==> src/sv/pressure_sensor_temp_compensation_assert.svh <==
// Assertion macros shared by the compensation block.
// Each macro takes a label, the clock, the active-low reset and the property terms.
`ifndef PRESSURE_SENSOR_TEMP_COMPENSATION_ASSERT_SVH
`define PRESSURE_SENSOR_TEMP_COMPENSATION_ASSERT_SVH

`ifndef SYNTH

// Expression holds at every edge outside reset
`define PTC_ASSERT_HOLDS(lbl, clk, rst_n, expr) \
	lbl: assert property (@(posedge clk) disable iff (!rst_n) (expr)) \
		else $error("ptc assertion failed");

// Antecedent implies consequent in the same cycle
`define PTC_ASSERT_IMPL(lbl, clk, rst_n, ante, cons) \
	lbl: assert property (@(posedge clk) disable iff (!rst_n) (ante) |-> (cons)) \
		else $error("ptc assertion failed");

// Antecedent implies consequent in the next cycle
`define PTC_ASSERT_NEXT(lbl, clk, rst_n, ante, cons) \
	lbl: assert property (@(posedge clk) disable iff (!rst_n) (ante) |=> (cons)) \
		else $error("ptc assertion failed");

`else

`define PTC_ASSERT_HOLDS(lbl, clk, rst_n, expr)
`define PTC_ASSERT_IMPL(lbl, clk, rst_n, ante, cons)
`define PTC_ASSERT_NEXT(lbl, clk, rst_n, ante, cons)

`endif

`endif

==> src/sv/ptc_pkg.sv <==
package ptc_pkg;

	// Field and register widths
	localparam int RAW_W  = 16;
	localparam int CAL_W  = 16;
	localparam int TEMP_W = 24;

	// Datapath widths
	localparam int DIFF_W    = RAW_W + 1;           // raw - offset
	localparam int PROD_W    = 2 * DIFF_W;          // signed diff times unsigned gain
	localparam int X1_SHIFT  = 15;
	localparam int X1_W      = 18;                  // |x1| < 2^17
	localparam int DIVR_W    = 19;                  // x1 + denominator
	localparam int NUM_SHIFT = 11;
	localparam int NUM_W     = CAL_W + NUM_SHIFT;   // numerator << 11
	localparam int QUO_W     = NUM_W;               // quotient magnitude
	localparam int REM_W     = DIVR_W + 1;
	localparam int SUM_W     = QUO_W + 1;
	localparam int ROUND_BIAS = 8;
	localparam int OUT_SHIFT  = 4;
	localparam int CNT_W      = $clog2(QUO_W + 1);

	// Calibration register indexes
	typedef enum logic [1:0] {
		REG_OFFSET_SCALE = 2'd0,
		REG_OFFSET       = 2'd1,
		REG_NUMERATOR    = 2'd2,
		REG_DENOMINATOR  = 2'd3
	} ptc_reg_idx_t;

	// Reset values of the calibration registers
	localparam logic [CAL_W-1:0]        RST_OFFSET_SCALE = 16'd32757;
	localparam logic [CAL_W-1:0]        RST_OFFSET       = 16'd23153;
	localparam logic signed [CAL_W-1:0] RST_NUMERATOR    = -16'sd8711;
	localparam logic signed [CAL_W-1:0] RST_DENOMINATOR  = 16'sd2868;

	// Divider sequencer states
	typedef enum logic [1:0] {
		ST_IDLE,
		ST_DIV,
		ST_DONE
	} ptc_state_t;

	// Item handed from the front part to the divider
	typedef struct packed {
		logic signed [X1_W-1:0]   x1;
		logic signed [DIVR_W-1:0] divisor;
		logic                     div_zero;
	} ptc_item_t;

	// Queue status seen by the producer and the consumer
	typedef struct packed {
		logic empty;
		logic full;
	} ptc_q_status_t;

endpackage

==> src/sv/pressure_sensor_temp_compensation.sv <==
// Path from input accept to result valid when nothing stalls: front stages s1 to s3,
// queue write, divider load, 27 divide steps (none for a zero divisor), result load.
// The divider takes one item at a time at one quotient bit per cycle; the front
// pipeline and queue keep accepting while it is busy, until the queue is full.
// Reset (arst_n low, asynchronous): pipeline and queue empty, calibration
// registers return to their default values.
module pressure_sensor_temp_compensation import ptc_pkg::*; #(
	parameter int QUEUE_DEPTH = 2
) (
	input  logic                     clk,
	input  logic                     arst_n,
	input  logic                     cfg_we,
	input  logic [1:0]               cfg_index,
	input  logic [CAL_W-1:0]         cfg_wdata,
	input  logic                     in_valid,
	output logic                     in_stall,
	input  logic [RAW_W-1:0]         raw_temperature,
	output logic                     out_valid,
	input  logic                     out_stall,
	output logic signed [TEMP_W-1:0] temperature_tenths,
	output logic                     divide_error
);

	logic [CAL_W-1:0]        cal_offset_scale_q;
	logic [CAL_W-1:0]        cal_offset_q;
	logic signed [CAL_W-1:0] cal_numerator_q;
	logic signed [CAL_W-1:0] cal_denominator_q;

	logic          push, pop;
	ptc_item_t     push_item, pop_item;
	ptc_q_status_t q_status;

	// Calibration registers
	always_ff @(posedge clk or negedge arst_n) begin
		if (!arst_n) begin
			cal_offset_scale_q <= RST_OFFSET_SCALE;
			cal_offset_q       <= RST_OFFSET;
			cal_numerator_q    <= RST_NUMERATOR;
			cal_denominator_q  <= RST_DENOMINATOR;
		end else if (cfg_we) begin
			unique case (ptc_reg_idx_t'(cfg_index))
				REG_OFFSET_SCALE: cal_offset_scale_q <= cfg_wdata;
				REG_OFFSET:       cal_offset_q       <= cfg_wdata;
				REG_NUMERATOR:    cal_numerator_q    <= $signed(cfg_wdata);
				REG_DENOMINATOR:  cal_denominator_q  <= $signed(cfg_wdata);
			endcase
		end
	end

	ptc_front u_front (
		.clk              (clk),
		.arst_n           (arst_n),
		.in_valid         (in_valid),
		.in_stall         (in_stall),
		.raw_temperature  (raw_temperature),
		.cal_offset_scale (cal_offset_scale_q),
		.cal_offset       (cal_offset_q),
		.cal_denominator  (cal_denominator_q),
		.push             (push),
		.push_item        (push_item),
		.q_status         (q_status)
	);

	ptc_queue #(
		.DEPTH (QUEUE_DEPTH)
	) u_queue (
		.clk       (clk),
		.arst_n    (arst_n),
		.push      (push),
		.push_item (push_item),
		.pop       (pop),
		.pop_item  (pop_item),
		.status    (q_status)
	);

	ptc_back u_back (
		.clk                (clk),
		.arst_n             (arst_n),
		.q_status           (q_status),
		.pop_item           (pop_item),
		.pop                (pop),
		.cal_numerator      (cal_numerator_q),
		.out_valid          (out_valid),
		.out_stall          (out_stall),
		.temperature_tenths (temperature_tenths),
		.divide_error       (divide_error)
	);

endmodule

==> src/sv/ptc_front.sv <==
module ptc_front import ptc_pkg::*; (
	input  logic                    clk,
	input  logic                    arst_n,
	input  logic                    in_valid,
	output logic                    in_stall,
	input  logic [RAW_W-1:0]        raw_temperature,
	input  logic [CAL_W-1:0]        cal_offset_scale,
	input  logic [CAL_W-1:0]        cal_offset,
	input  logic signed [CAL_W-1:0] cal_denominator,
	output logic                    push,
	output ptc_item_t               push_item,
	input  ptc_q_status_t           q_status
);

	logic                     valid_s1, valid_s2, valid_s3;
	logic signed [DIFF_W-1:0] diff_s1;
	logic signed [X1_W-1:0]   x1_s2;
	ptc_item_t                item_s3;
	logic                     en1, en2, en3;

	logic signed [PROD_W-1:0] prod;
	logic signed [DIVR_W-1:0] divisor;

	// Stage enables: a stage moves when it is empty or its successor moves
	assign en3      = !valid_s3 || !q_status.full;
	assign en2      = !valid_s2 || en3;
	assign en1      = !valid_s1 || en2;
	assign in_stall = !en1;
	assign push     = valid_s3 && !q_status.full;
	assign push_item = item_s3;

	always_ff @(posedge clk or negedge arst_n) begin
		if (!arst_n) begin
			valid_s1 <= 1'b0;
			valid_s2 <= 1'b0;
			valid_s3 <= 1'b0;
		end else begin
			if (en1) valid_s1 <= in_valid;
			if (en2) valid_s2 <= valid_s1;
			if (en3) valid_s3 <= valid_s2;
		end
	end

	// Gain multiply, then arithmetic shift right
	assign prod = diff_s1 * $signed({1'b0, cal_offset_scale});

	// Divisor and zero classification
	assign divisor = {x1_s2[X1_W-1], x1_s2}
		+ {{(DIVR_W-CAL_W){cal_denominator[CAL_W-1]}}, cal_denominator};

	always_ff @(posedge clk) begin
		if (en1 && in_valid) begin
			diff_s1 <= $signed({1'b0, raw_temperature}) - $signed({1'b0, cal_offset});
		end
		if (en2 && valid_s1) begin
			x1_s2 <= prod[X1_SHIFT+X1_W-1:X1_SHIFT];
		end
		if (en3 && valid_s2) begin
			item_s3.x1       <= x1_s2;
			item_s3.divisor  <= divisor;
			item_s3.div_zero <= (divisor == '0);
		end
	end

endmodule

==> src/sv/ptc_queue.sv <==
`include "pressure_sensor_temp_compensation_assert.svh"

module ptc_queue import ptc_pkg::*; #(
	parameter int DEPTH = 2
) (
	input  logic          clk,
	input  logic          arst_n,
	input  logic          push,
	input  ptc_item_t     push_item,
	input  logic          pop,
	output ptc_item_t     pop_item,
	output ptc_q_status_t status
);

	localparam int PTR_W = $clog2(DEPTH);
	localparam int CNT_QW = $clog2(DEPTH + 1);

	ptc_item_t         mem_q [DEPTH];
	logic [PTR_W-1:0]  wr_ptr_q, rd_ptr_q;
	logic [CNT_QW-1:0] count_q;

	assign status.empty = (count_q == '0);
	assign status.full  = (count_q == CNT_QW'(DEPTH));
	assign pop_item     = mem_q[rd_ptr_q];

	// Pointers and fill count
	always_ff @(posedge clk or negedge arst_n) begin
		if (!arst_n) begin
			wr_ptr_q <= '0;
			rd_ptr_q <= '0;
			count_q  <= '0;
		end else begin
			if (push) begin
				wr_ptr_q <= (wr_ptr_q == PTR_W'(DEPTH - 1)) ? '0 : wr_ptr_q + 1'b1;
			end
			if (pop) begin
				rd_ptr_q <= (rd_ptr_q == PTR_W'(DEPTH - 1)) ? '0 : rd_ptr_q + 1'b1;
			end
			if (push && !pop) count_q <= count_q + 1'b1;
			else if (pop && !push) count_q <= count_q - 1'b1;
		end
	end

	// Entry storage
	always_ff @(posedge clk) begin
		if (push) mem_q[wr_ptr_q] <= push_item;
	end

	`PTC_ASSERT_HOLDS(a_count_range, clk, arst_n, count_q <= CNT_QW'(DEPTH))
	`PTC_ASSERT_IMPL(a_no_pop_empty, clk, arst_n, pop, count_q != '0)
	`PTC_ASSERT_IMPL(a_no_push_full, clk, arst_n, push, count_q != CNT_QW'(DEPTH) || pop)

endmodule

==> src/sv/ptc_back.sv <==
`include "pressure_sensor_temp_compensation_assert.svh"

module ptc_back import ptc_pkg::*; (
	input  logic                    clk,
	input  logic                    arst_n,
	input  ptc_q_status_t           q_status,
	input  ptc_item_t               pop_item,
	output logic                    pop,
	input  logic signed [CAL_W-1:0] cal_numerator,
	output logic                    out_valid,
	input  logic                    out_stall,
	output logic signed [TEMP_W-1:0] temperature_tenths,
	output logic                    divide_error
);

	ptc_state_t st_q, st_d;
	logic [CNT_W-1:0] cnt_q;

	// Divider registers
	logic [QUO_W-1:0]       num_q;      // numerator shifting out, quotient shifting in
	logic [DIVR_W-1:0]      den_q;
	logic [REM_W-1:0]       rem_q;
	logic signed [X1_W-1:0] x1_q;
	logic                   neg_q;
	logic                   err_q;

	// Output register
	logic                     out_valid_q;
	logic signed [TEMP_W-1:0] temperature_tenths_q;
	logic                     divide_error_q;

	logic load_out, step, out_free;

	logic signed [NUM_W-1:0] numer;
	logic [QUO_W-1:0]        numer_mag;
	logic [DIVR_W-1:0]       divisor_mag;
	logic [REM_W-1:0]        rem_sh;
	logic                    ge;
	logic [SUM_W-1:0]        q_ext, x2, sum;

	assign out_free = !out_valid_q || !out_stall;

	// Next state
	always_comb begin
		st_d = st_q;
		unique case (st_q)
			ST_IDLE: begin
				if (!q_status.empty) st_d = pop_item.div_zero ? ST_DONE : ST_DIV;
			end
			ST_DIV: begin
				if (cnt_q == CNT_W'(1)) st_d = ST_DONE;
			end
			ST_DONE: begin
				if (out_free) st_d = ST_IDLE;
			end
		endcase
	end

	// Sequencer outputs
	always_comb begin
		pop      = 1'b0;
		step     = 1'b0;
		load_out = 1'b0;
		unique case (st_q)
			ST_IDLE: pop      = !q_status.empty;
			ST_DIV:  step     = 1'b1;
			ST_DONE: load_out = out_free;
		endcase
	end

	always_ff @(posedge clk or negedge arst_n) begin
		if (!arst_n) begin
			st_q  <= ST_IDLE;
			cnt_q <= '0;
		end else begin
			st_q <= st_d;
			if (pop) cnt_q <= CNT_W'(QUO_W);
			else if (step) cnt_q <= cnt_q - 1'b1;
		end
	end

	// Operand magnitudes at load
	assign numer       = {cal_numerator, {NUM_SHIFT{1'b0}}};
	assign numer_mag   = numer[NUM_W-1] ? QUO_W'(-numer) : QUO_W'(numer);
	assign divisor_mag = pop_item.divisor[DIVR_W-1] ? DIVR_W'(-pop_item.divisor)
		: DIVR_W'(pop_item.divisor);

	// One restoring division step per cycle while in the divide state
	assign rem_sh = {rem_q[REM_W-2:0], num_q[QUO_W-1]};
	assign ge     = (rem_sh >= {1'b0, den_q});

	always_ff @(posedge clk) begin
		if (pop) begin
			num_q <= numer_mag;
			den_q <= divisor_mag;
			rem_q <= '0;
			x1_q  <= pop_item.x1;
			neg_q <= numer[NUM_W-1] ^ pop_item.divisor[DIVR_W-1];
			err_q <= pop_item.div_zero;
		end else if (step) begin
			rem_q <= ge ? rem_sh - {1'b0, den_q} : rem_sh;
			num_q <= {num_q[QUO_W-2:0], ge};
		end
	end

	// Signed quotient plus x1, rounding bias, shift down by four
	assign q_ext = {1'b0, num_q};
	assign x2    = neg_q ? -q_ext : q_ext;
	assign sum   = {{(SUM_W-X1_W){x1_q[X1_W-1]}}, x1_q} + x2 + SUM_W'(ROUND_BIAS);

	always_ff @(posedge clk or negedge arst_n) begin
		if (!arst_n) begin
			out_valid_q <= 1'b0;
		end else begin
			if (load_out) out_valid_q <= 1'b1;
			else if (!out_stall) out_valid_q <= 1'b0;
		end
	end

	always_ff @(posedge clk) begin
		if (load_out) begin
			temperature_tenths_q <= err_q ? '0 : $signed(sum[SUM_W-1:OUT_SHIFT]);
			divide_error_q       <= err_q;
		end
	end

	assign out_valid          = out_valid_q;
	assign temperature_tenths = temperature_tenths_q;
	assign divide_error       = divide_error_q;

	`PTC_ASSERT_IMPL(a_div_cnt_live, clk, arst_n, st_q == ST_DIV, cnt_q != '0)
	`PTC_ASSERT_IMPL(a_err_zero, clk, arst_n, out_valid_q && divide_error_q,
		temperature_tenths_q == '0)
	`PTC_ASSERT_NEXT(a_pop_leaves_idle, clk, arst_n, pop, st_q != ST_IDLE)

endmodule

==> config.mk <==
export PLATFORM = sky130hd
export DESIGN_NAME = pressure_sensor_temp_compensation
export DESIGN_NICKNAME = d
export VERILOG_FILES = /design/src/sv/ptc_pkg.sv /design/src/sv/pressure_sensor_temp_compensation.sv /design/src/sv/ptc_front.sv /design/src/sv/ptc_queue.sv /design/src/sv/ptc_back.sv
export VERILOG_INCLUDE_DIRS = /design/src /design/src/sv
export SDC_FILE = /design/constraint.sdc
export NUM_CORES = 1
export LEC_CHECK = 0
export BUFFER_PORTS_ARGS = -buffer_cell sky130_fd_sc_hd__buf_2
export CORE_UTILIZATION = 45
export CTS_CLUSTER_DIAMETER = 150
export DETAILED_ROUTE_END_ITERATION = 10
export PLACE_DENSITY_LB_ADDON = 0.25
export SYNTH_ARGS = -nofsm -noshare
export SYNTH_HDL_FRONTEND = slang
export SYNTH_HIERARCHICAL = 1
export SYNTH_SLANG_ARGS = --single-unit
==> constraint.sdc <==
create_clock -name clk -period 5.93 [get_ports clk]
set_clock_uncertainty 0.05 [all_clocks]
set_input_delay 1.186 -clock clk [delete_from_list [all_inputs] [get_ports clk]]
set_output_delay 1.186 -clock clk [all_outputs]
set_load 0.01 [all_outputs]
* After elaboration in Yosys (flattened, before gate mapping)
Memory sizes are Yosys's and may differ from the RTL's. Index checks and enable logic that the tools add are counted.
Storage, ports and cells: word-level logic and storage cells 110, output and inout bits 27, bits in registers 262, RAM bits 76, memories 1, input port bits 39
Cells by class: bitwise operators 1, reductions and logical operators 31, equality and inequality tests 11, $mul 1, order comparisons 1, $add $sub $neg 13, muxes and demuxes 24
Memories:
- u_queue.mem_q | depth 2, bits a word 38, read ports 1, clocked after memory_dff 0, write ports 1, RTL line ptc_queue.sv:18 | ptc_item_t mem_q [DEPTH];
Operators by type and width (number):
- 2-to-1 mux 27 bit | 3
- multiplier 17 x 17 -> 33 bit | 1
- adder 28 bit | 1
- adder 28 x 4 -> 28 bit, second input constant | 1
- 2-to-1 mux 28 bit | 1
- negator 27 -> 28 bit | 1
- negator 27 bit | 1
- greater-or-equal comparator 20 x 19 -> 1 bit | 1
- adder 18 x 16 -> 19 bit | 1
- zero test 19 bit | 1
- 2-to-1 mux 19 bit | 1
- negator 19 bit | 1
- subtractor 19 bit | 1
- 2-to-1 mux 18 bit | 1
- subtractor 16 x 16 -> 17 bit | 1
- 2-to-1 mux 2 bit | 6
- zero test 1 bit | 10
- 2-to-1 mux 5 bit | 2
- 2-to-1 mux 1 bit | 9
- equality test 2 bit, second input constant | 4
- AND reduction 2 bit | 4
- logical AND 1 bit | 6
- zero test 2 bit | 3
- inequality test 2 x 1 -> 1 bit, second input constant | 3
- other kinds (12) | 18

* Depth between registers and ports, before layout
Gate-level depths: netlist of run 1.
depth in word-level cells 7, gate-level depth with buffers 23, depth with buffers taken out 22

* Modules after synthesis
Netlist of run 1, hierarchy kept.
By module, submodules not included:
- ptc_front | times used 1, cells an instance 1413, area an instance 13864.5 um^2, sequential area each 2267.2 um^2
- ptc_back | times used 1, cells an instance 897, area an instance 8451.9 um^2, sequential area each 3313.2 um^2
- ptc_queue | times used 1, cells an instance 134, area an instance 2975.4 um^2, sequential area each 2382.3 um^2
- pressure_sensor_temp_compensation | times used 1, cells an instance 136, area an instance 2459.9 um^2, sequential area each 1650.3 um^2

* Worst setup path before layout of run 1
Ideal clock, no wire load.
path type register to register, from register cal_offset_scale_q[10], to register u_front.x1_s2[16] (data pin), arrival 6.103 ns, required time 5.614 ns, clock period less this slack 6.419 ns, setup time 0.266 ns, stages on the path, launching flop included 22, slack -0.489 ns, path buffers 1, path through dfstp_2 clkbuf_1 nand2_1 fa_1 inv_1 fa_1 inv_1 fa_1 inv_1 fa_1 fa_1 fa_1 ha_1 and4_1 a21o_1 o21ai_0 a31oi_1 o211a_1 o21a_1 o21ai_0 a21boi_0 xor2_1
On the way: longest elaborated chain between the ends 1
RTL lines:
- start: declaration | RTL line pressure_sensor_temp_compensation.sv:24 | logic [CAL_W-1:0] cal_offset_scale_q;
- start signal: assignment | RTL line pressure_sensor_temp_compensation.sv:42 | REG_OFFSET_SCALE: cal_offset_scale_q <= cfg_wdata;
- multiplier 17 x 17 -> 33 bit | RTL line ptc_front.sv:45 | assign prod = diff_s1 * $signed({1'b0, cal_offset_scale});
- named net u_front.prod[31] | RTL line ptc_front.sv:21 | logic signed [PROD_W-1:0] prod;
- end signal: assignment | RTL line ptc_front.sv:56 | x1_s2 <= prod[X1_SHIFT+X1_W-1:X1_SHIFT];
- end: declaration | RTL line ptc_front.sv:17 | logic signed [X1_W-1:0] x1_s2;
The timed path passes the listed nets, and every way through them passes these cells. A chain may end at the register's enable or synchronous reset.

* Final worst setup path of run 1
from register cal_offset_scale_q[10], to register u_front.x1_s2[17] (data pin)
Same word-level chain as after synthesis.

==> impl_summary.md, run 1 <==
Setup path
The worst setup path is of the reg -> reg kind. At the worst endpoint, the arrival time is about 6.4 ns. STA classifies the critical path startpoint as a register. The worst reg-to-reg setup slack is -0.18 ns. For the worst flop-to-flop path, the logic depth is 21. The worst setup path is captured at a register. In this run the worst path has a maximum fanout of 6. The required time of the worst setup path is roughly 6.2 ns.

Timing
Headroom to the max-slew limit came out at 22.7%. The clock period minus final worst setup slack is 6.11 ns. The fmax is ~160 MHz. The count of endpoints failing hold in the final timing report is 0. The number of setup violations in the final report is 7.

For the final routed database, the setup TNS stands at -0.592 ns. The slew at the pin closest to its max-slew limit is 1.16 ns. Setup repair after global routing could not meet its margin everywhere. The number of pins exceeding their max-slew limit in the final report is 0.

The share of the clock period used by the worst path is 103%. The final worst-path setup slack is -0.178 ns. Across all hold checks on the routed design, the worst slack comes to between 0.3 and 0.4 ns.

Clock tree
Clock-pin slew was measured on the worst setup and hold paths at about 0.06 ns. The root buffer selected by CTS is clkbuf_16. TritonCTS built the clock tree.

The number of sinks handled by clock tree synthesis is 338. Clock latency on the worst-skew pair, taken at its later pin, is ~0.57 ns. The H-tree generated during clock tree synthesis spans 2 levels.

The maximum count of clock buffers along a single path is 3. The number of buffers created by CTS is 39.

Hold path
The tightest min-delay check is of the reg -> reg type. The count of cells along the worst hold path is 0.

Global route
The number of antenna violations at the first check in global routing is 10. For this run the aggregate overflow at the end of global routing stands at 0. Across every metal layer, demand over resource in global routing totals a little over a fifth. The number of global-route vias before repair was ~20,000. The first global-routing pass estimated 104,000 um of wire. Entering global routing, the biggest net connects 62 pins.

Die
The row count is 90. The die is approximately 250 um tall. The width of the chip is 250 um. The floorplan core area is 60,700 um^2. The area of the die is 62,700 um^2. The initial utilization of the core area, before any placement, comes to a little under half.

The top-level I/O count is 66.

Status
The run finished, with violations left. The checks that failed: setup timing.

Final layout
The most common cell after layout, fill and taps aside is inv_1. The area growth from synthesis to layout is 14.1%. In the layout the commonest cells are 402 x inv_1, 268 x fa_1, 240 x edfxtp_1, 221 x nand2_1, 177 x ha_1.

The non-filler instance count after layout is roughly 3,600. The final layout net count is about 3,300. Of the cells placed in the final design, the portion with a size suffix greater than 1 is between 10% and 20%.

Yosys
The netlist uses about 90 different library cells. The mean post-synth cell area is roughly 11 um^2. The dominant synthesized flop cell is edfxtp_1. The share of flip-flops with an asynchronous set or reset is between 20% and 30%. The sequential fraction of the synthesis area is about 35%. Yosys printed 6 warnings.

Summing every instance area after synthesis gives 27,800 um^2. The count of state elements after synthesis is between 300 and 400. Yosys mapped a number of flops with a built-in enable equal to 240.

The post-synthesis instance total is around 2,600. The net count after synthesis is 3,089.

Placed design
Prior to clock tree synthesis, the placed netlist has a worst setup slack of -0.303 ns. The post-placement cell count is around 3,500. Routability-driven placement finished with a final weighted congestion of approximately 0.88. The post-DP HPWL is just over 50,000 um. The number of port buffers is 65.

Flow run
Across the run, the number of max-cap violations was 0.

Route
Summing over every cut layer, the via total after detailed routing is 18,900. The number of DRC violations after detailed routing is 0. The count of routing violations after the opening detailed-route iteration is 974. Once detail routing completed, the nets flagged for antenna violations numbered 0. After detailed routing, the total wire length is 65,700 um. The first-pass detailed-route iteration total is 6. The ratio of routed vias to standard cells is between 5 and 6.

The average detailed-routed wire length per instance is roughly 18 um.
path summary, 6_finish.rpt:
check                                               to              startpoint
min in group asynchronous             u_back/out_valid                  arst_n
worst max-delay path                 u_front/x1_s2[17]  cal_offset_scale_q[10]
worst max register to register       u_front/x1_s2[17]  cal_offset_scale_q[10]
max in group asynchronous       cal_offset_scale_q[12]                  arst_n
worst min-delay path              u_queue/mem_q[0][12]   u_front/push_item[12]
worst min register to register    u_queue/mem_q[0][12]   u_front/push_item[12]
per-stage QoR:
| step | instance area, um^2 | util [%] |
|---|---|---|
| after floorplan | 28000 | - |
| after global placement | 29700 | 49.0 |
| after detailed placement | 29700 | 49.0 |
| after CTS | 31300 | 51.5 |
| after global routing | 31700 | 52.2 |
| final | 31700 | 52.2 |
cells in the mapped netlist (all sizes together) (15+ instances only):
master    n  area share (%)
o21a     16            0.43
fa      275              20
xnor2   102             3.2
xor2     38             1.2
dfxtp    19             1.4
clkbuf   68            0.96
o211ai   18            0.49
nor3     31            0.56
a31oi    21            0.47
and3     16            0.36
o21ai   102             1.9
nand4    17            0.38
edfxtp  240              26
nor2     96             1.3
mux2    104             4.4
ha      195             8.8
nand2   227             3.1
dfrtp    40             3.6
o31ai    18            0.49
a21o     24            0.65
nand2b   15            0.34
nand3    36            0.69
nor2b    15            0.34
a21oi    77             1.4
dfstp    39             3.7
and2    155             3.5
inv     418             5.7
sequential cells by signal, summed over array words and instances, names as in the netlist, 2 cells and up:
name,cells
u_back/num_q,27
u_front/push_item,38
u_front/diff_s1,17
cal_offset_scale_q,16
u_back/cnt_q,5
u_queue/mem_q,76
u_back/temperature_tenths,24
cal_numerator_q,16
u_front/x1_s2,18
u_queue/count_q,2
u_back/x1_q,18
cal_denominator_q,16
u_back/den_q,19
u_back/rem_q,19
cal_offset_q,16
u_back/st_q,2
cell type report:
| cell class | count | area [um^2] |
|---|---|---|
| tap | 782 | 978 |
| multi-input combinational | 1743 | 16600 |
| clock buffer | 50 | 1060 |
| clock inverter | 21 | 193 |
| inverter | 418 | 1570 |
| fill | 5345 | 29000 |
| sequential | 338 | 9610 |
| timing repair buffer | 222 | 1650 |
| antenna | 3 | 7.51 |
per-layer routing:
| metal | wire [um] | up-vias | GRT usage [%] |
|---|---|---|---|
| met5 | 13 | - | 0 |
| met2 | 32700 | 420 | 37.1 |
| met1 | 28000 | 9452 | 26.8 |
| met4 | 1650 | 2 | 6.43 |
| met3 | 3380 | 101 | 3.09 |
| li1 | - | 8973 | - |
cells by family (layout without fill, tap and decap cells):
group           after synthesis  in the layout  synth area share (%)
other cells                   0              3                     0
flops                       338            338                  34.6
buf+inv                     499            711                  7.00
mux                         107            107                  4.46
simple gates                664            664                  12.2
fa+ha+maj                   470            470                  28.6
xor+xnor                    140            140                  4.45
compound gates              362            362                  8.67
what timing repair did:
action                     in CTS  in global routing
setup endpoints to repair      13                 14
hold buffers                    0                  0
pin swaps                      27                 59
setup buffers                  30                 14
gates resized for setup        29                 74
critical path, cell delays in order (launching register included):
cell      delay, ns
dfstp_2        0.56
buf_4          0.14
buf_12         0.10
nand2_1        0.07
fa_1           0.53
inv_1          0.05
fa_1           0.57
fa_1           0.46
fa_1           0.50
fa_1           0.49
inv_1          0.06
fa_1           0.53
inv_1          0.06
ha_4           0.23
a211oi_4       0.26
and3_4         0.23
a31oi_4        0.09
o211a_1        0.23
o21a_1         0.19
o21ai_2        0.19
a21oi_1        0.11
xnor2_1        0.14
Power of run 1 is left out: the tool's default activity adds up to more than one toggle a clock period on the data nets, which glitch-free logic cannot reach.
==> inputs of run 2 (changes only) <==
==> constraint.sdc (replaced) <==
create_clock -name clk -period 5.3 [get_ports clk]
set_clock_uncertainty 0.05 [all_clocks]
set_input_delay 1.06 -clock clk [delete_from_list [all_inputs] [get_ports clk]]
set_output_delay 1.06 -clock clk [all_outputs]
set_load 0.01 [all_outputs]
==> impl_summary.md, run 2 (same netlist as run 1, synthesis figures left out) <==
Timing
The share of the clock period used by the worst path is 114%. The number of pins exceeding their max-slew limit in the final report is 0. At the pin with the least slew margin, the transition time is between 1 and 1.5 ns. In the final timing run, aggregate negative setup slack is -9.42 ns. The worst slew margin relative to its limit is between 20% and 30%. After layout, the minimum clock period comes to 6.06 ns. The number of setup violations in the final report is 18.

Setup repair after global routing could not meet its margin everywhere. The final worst-path setup slack is -0.764 ns. The count of endpoints failing hold in the final timing report was 0. The fmax is around 160 MHz. The tightest hold margin is 0.392 ns.

Final layout
Once layout is done, the placed cells without fillers occupy 31,700 um^2. Cells with a size suffix above 1 make up roughly a fifth of the layout. In the layout the commonest cells are 405 x inv_1, 262 x fa_1, 240 x edfxtp_1, 220 x nand2_1, 179 x ha_1. The register name with the most flops is u_queue/mem_q.

The final layout contains about 3,300 nets. The area growth from synthesis to layout is 14.2%. The register with the most flip-flops in the layout has 76 of them. The most common cell after layout, fill and taps aside is inv_1. The antenna diode instance count is 0.

Setup path
Data on the critical path arrives at its endpoint at about 6.3 ns. The type of the worst setup path is reg -> reg. The peak per-stage delay on the critical path is ~0.65 ns. Walking the worst path, the cells encountered are buf_6 -> nand2_4 -> fa_2 -> inv_2 -> fa_1 -> fa_1 -> fa_1 -> fa_1 -> inv_1 -> fa_1 -> inv_2 -> ha_4 -> a211oi_4 -> and3_4 -> a31oi_4 -> o211a_1 -> o21a_1 -> o21ai_2 -> nor2b_2 -> xnor2_1. The highest-delay cell along the critical path is fa_2.

The critical path contains buffers and inverters numbering 4 combined. At the worst endpoint, the required time is approximately 5.6 ns. The critical-path maximum fanout is 6. The cell family contributing the most delay on the critical path is adder cells. The most common cell type on the critical path is fa_1. The worst setup path is captured at a register. For the worst flop-to-flop path, the logic depth is 20. STA classifies the critical path startpoint as a register. The worst register-to-register path ends at u_front/x1_s2[15]. Setup slack on the worst reg-to-reg path comes out at -0.76 ns.

The beginning of the worst register-to-register path is cal_offset_scale_q[2].

Die
The die is about 250 um wide. The row count is 90. Measured along the y axis, the die boundary spans between 200 and 300 um. The floorplan core area is around 61,000 um^2. The initial utilization of the core area, before any placement, comes to approximately 46%. The top-level I/O count is 66.

The area of the die is ~63,000 um^2.

Route
For this run, design rule violations remaining after detail routing come to 0. The ratio of routed vias to standard cells is between 5 and 6. Wires add up to around 65,000 um. The average detailed-routed wire length per instance is about 18 um.

Once detail routing completed, the nets flagged for antenna violations numbered 0. The via count is 19,100. The first-pass detailed-route iteration total is 5. After the first detailed-routing iteration, the DRC count stood at about 860.

Placed design
After legalization and detailed placement, the total HPWL measured ~52,000 um. OpenSTA, run right after detailed placement, puts the worst setup slack at -0.873 ns. The cell area after placement is around 30,000 um^2. During placement, the flow inserted port buffers numbering 65. At the end of routability-driven placement, the weighted congestion stood at approximately 0.88.

Hold path
The worst min-delay path class is reg -> reg. For hold timing, the worst endpoint is u_queue/mem_q[1][1]. Along the worst hold path, the cell count comes to 0. The startpoint identified for the worst hold timing path is u_front/push_item[1].

Global route
The number of global-route vias before repair was 20,200. Global routing finished with a remaining overflow of 0. The first global-routing pass estimated around 110,000 um of wire. The number of antenna violations at the first check in global routing is 9. Entering global routing, the biggest net connects just over 60 pins. The total global routing track utilization is 21.2%.

Clock tree
The root buffer selected by CTS is clkbuf_16. The H-tree was split into 2 levels. Clock-pin slew was measured on the worst setup and hold paths at ~0.060 ns. The number of buffers created by CTS is 39. The maximum count of clock buffers along a single path is 3. The TritonCTS clock tree is built. For this design, the sink count on the clock tree is about 340.

The insertion delay to the later sink of the worst-skew pair is roughly 0.56 ns. The hold buffer count at cts is 0.

Status
The final reports fail on setup timing. The flow ran to the end, but the final reports show violations.

Flow run
Across the run, the number of max-cap violations was 0.
==> run 2: changes by cell type in the layout (fill, tap and decap cells not counted), sizes merged <==
| cell | delta |
|---|---|
| buf | +10 |
| clkbuf | -3 |
| diode | -3 |
| bufinv | +2 |
| clkinv | +2 |
| inv | -2 |
| clkinvlp | +1 |
==> run 2: cell type report <==
cell class / count / area, um^2
multi-input cells: 1743 / 16600
fillers: 5345 / 29000
clock buffers: 47 / 1040
repair buffers: 232 / 1650
clock inverters: 24 / 233
flip-flops and latches: 338 / 9610
inverters: 418 / 1570
well taps: 782 / 978
==> run 2: stage by stage <==
step                std cells  util (%)
finish                   3584      52.2
floorplan                2580         -
CTS                      3582      52.0
global route             3584      52.2
global placement         3491      49.5
detailed placement       3491      49.5
==> run 2: worst max path at each step <==
stage                           startpoint                end  cells after the start  slack (ns)
floorplan            cal_offset_scale_q[2]  u_front/x1_s2[15]                     20       -0.56
global placement     cal_offset_scale_q[2]  u_front/x1_s2[16]                     21       -0.78
detailed placement  cal_offset_scale_q[10]  u_front/x1_s2[16]                     20       -0.87
CTS                  cal_offset_scale_q[7]  u_front/x1_s2[15]                     23       -0.77
global route         cal_offset_scale_q[6]  u_front/x1_s2[15]                     22       -0.94
finish               cal_offset_scale_q[2]  u_front/x1_s2[15]                     20       -0.76
==> run 2: what timing repair did <==
action                     in CTS  in global routing
setup buffers                  20                  2
resized for setup              41                 20
pin swaps                      43                  9
setup endpoints to repair      18                 18
==> run 2: routing by layer <==
metal / global-route usage [%] / wire, um / part of all wire (%)
met3: 1.73 / 2480 / 3.8
met1: 27.1 / 27900 / 43
met2: 38.0 / 33300 / 51
met5: 0 / 0 / 0
met4: 6.42 / 1560 / 2.4
Power of run 2 is left out for the same reason.
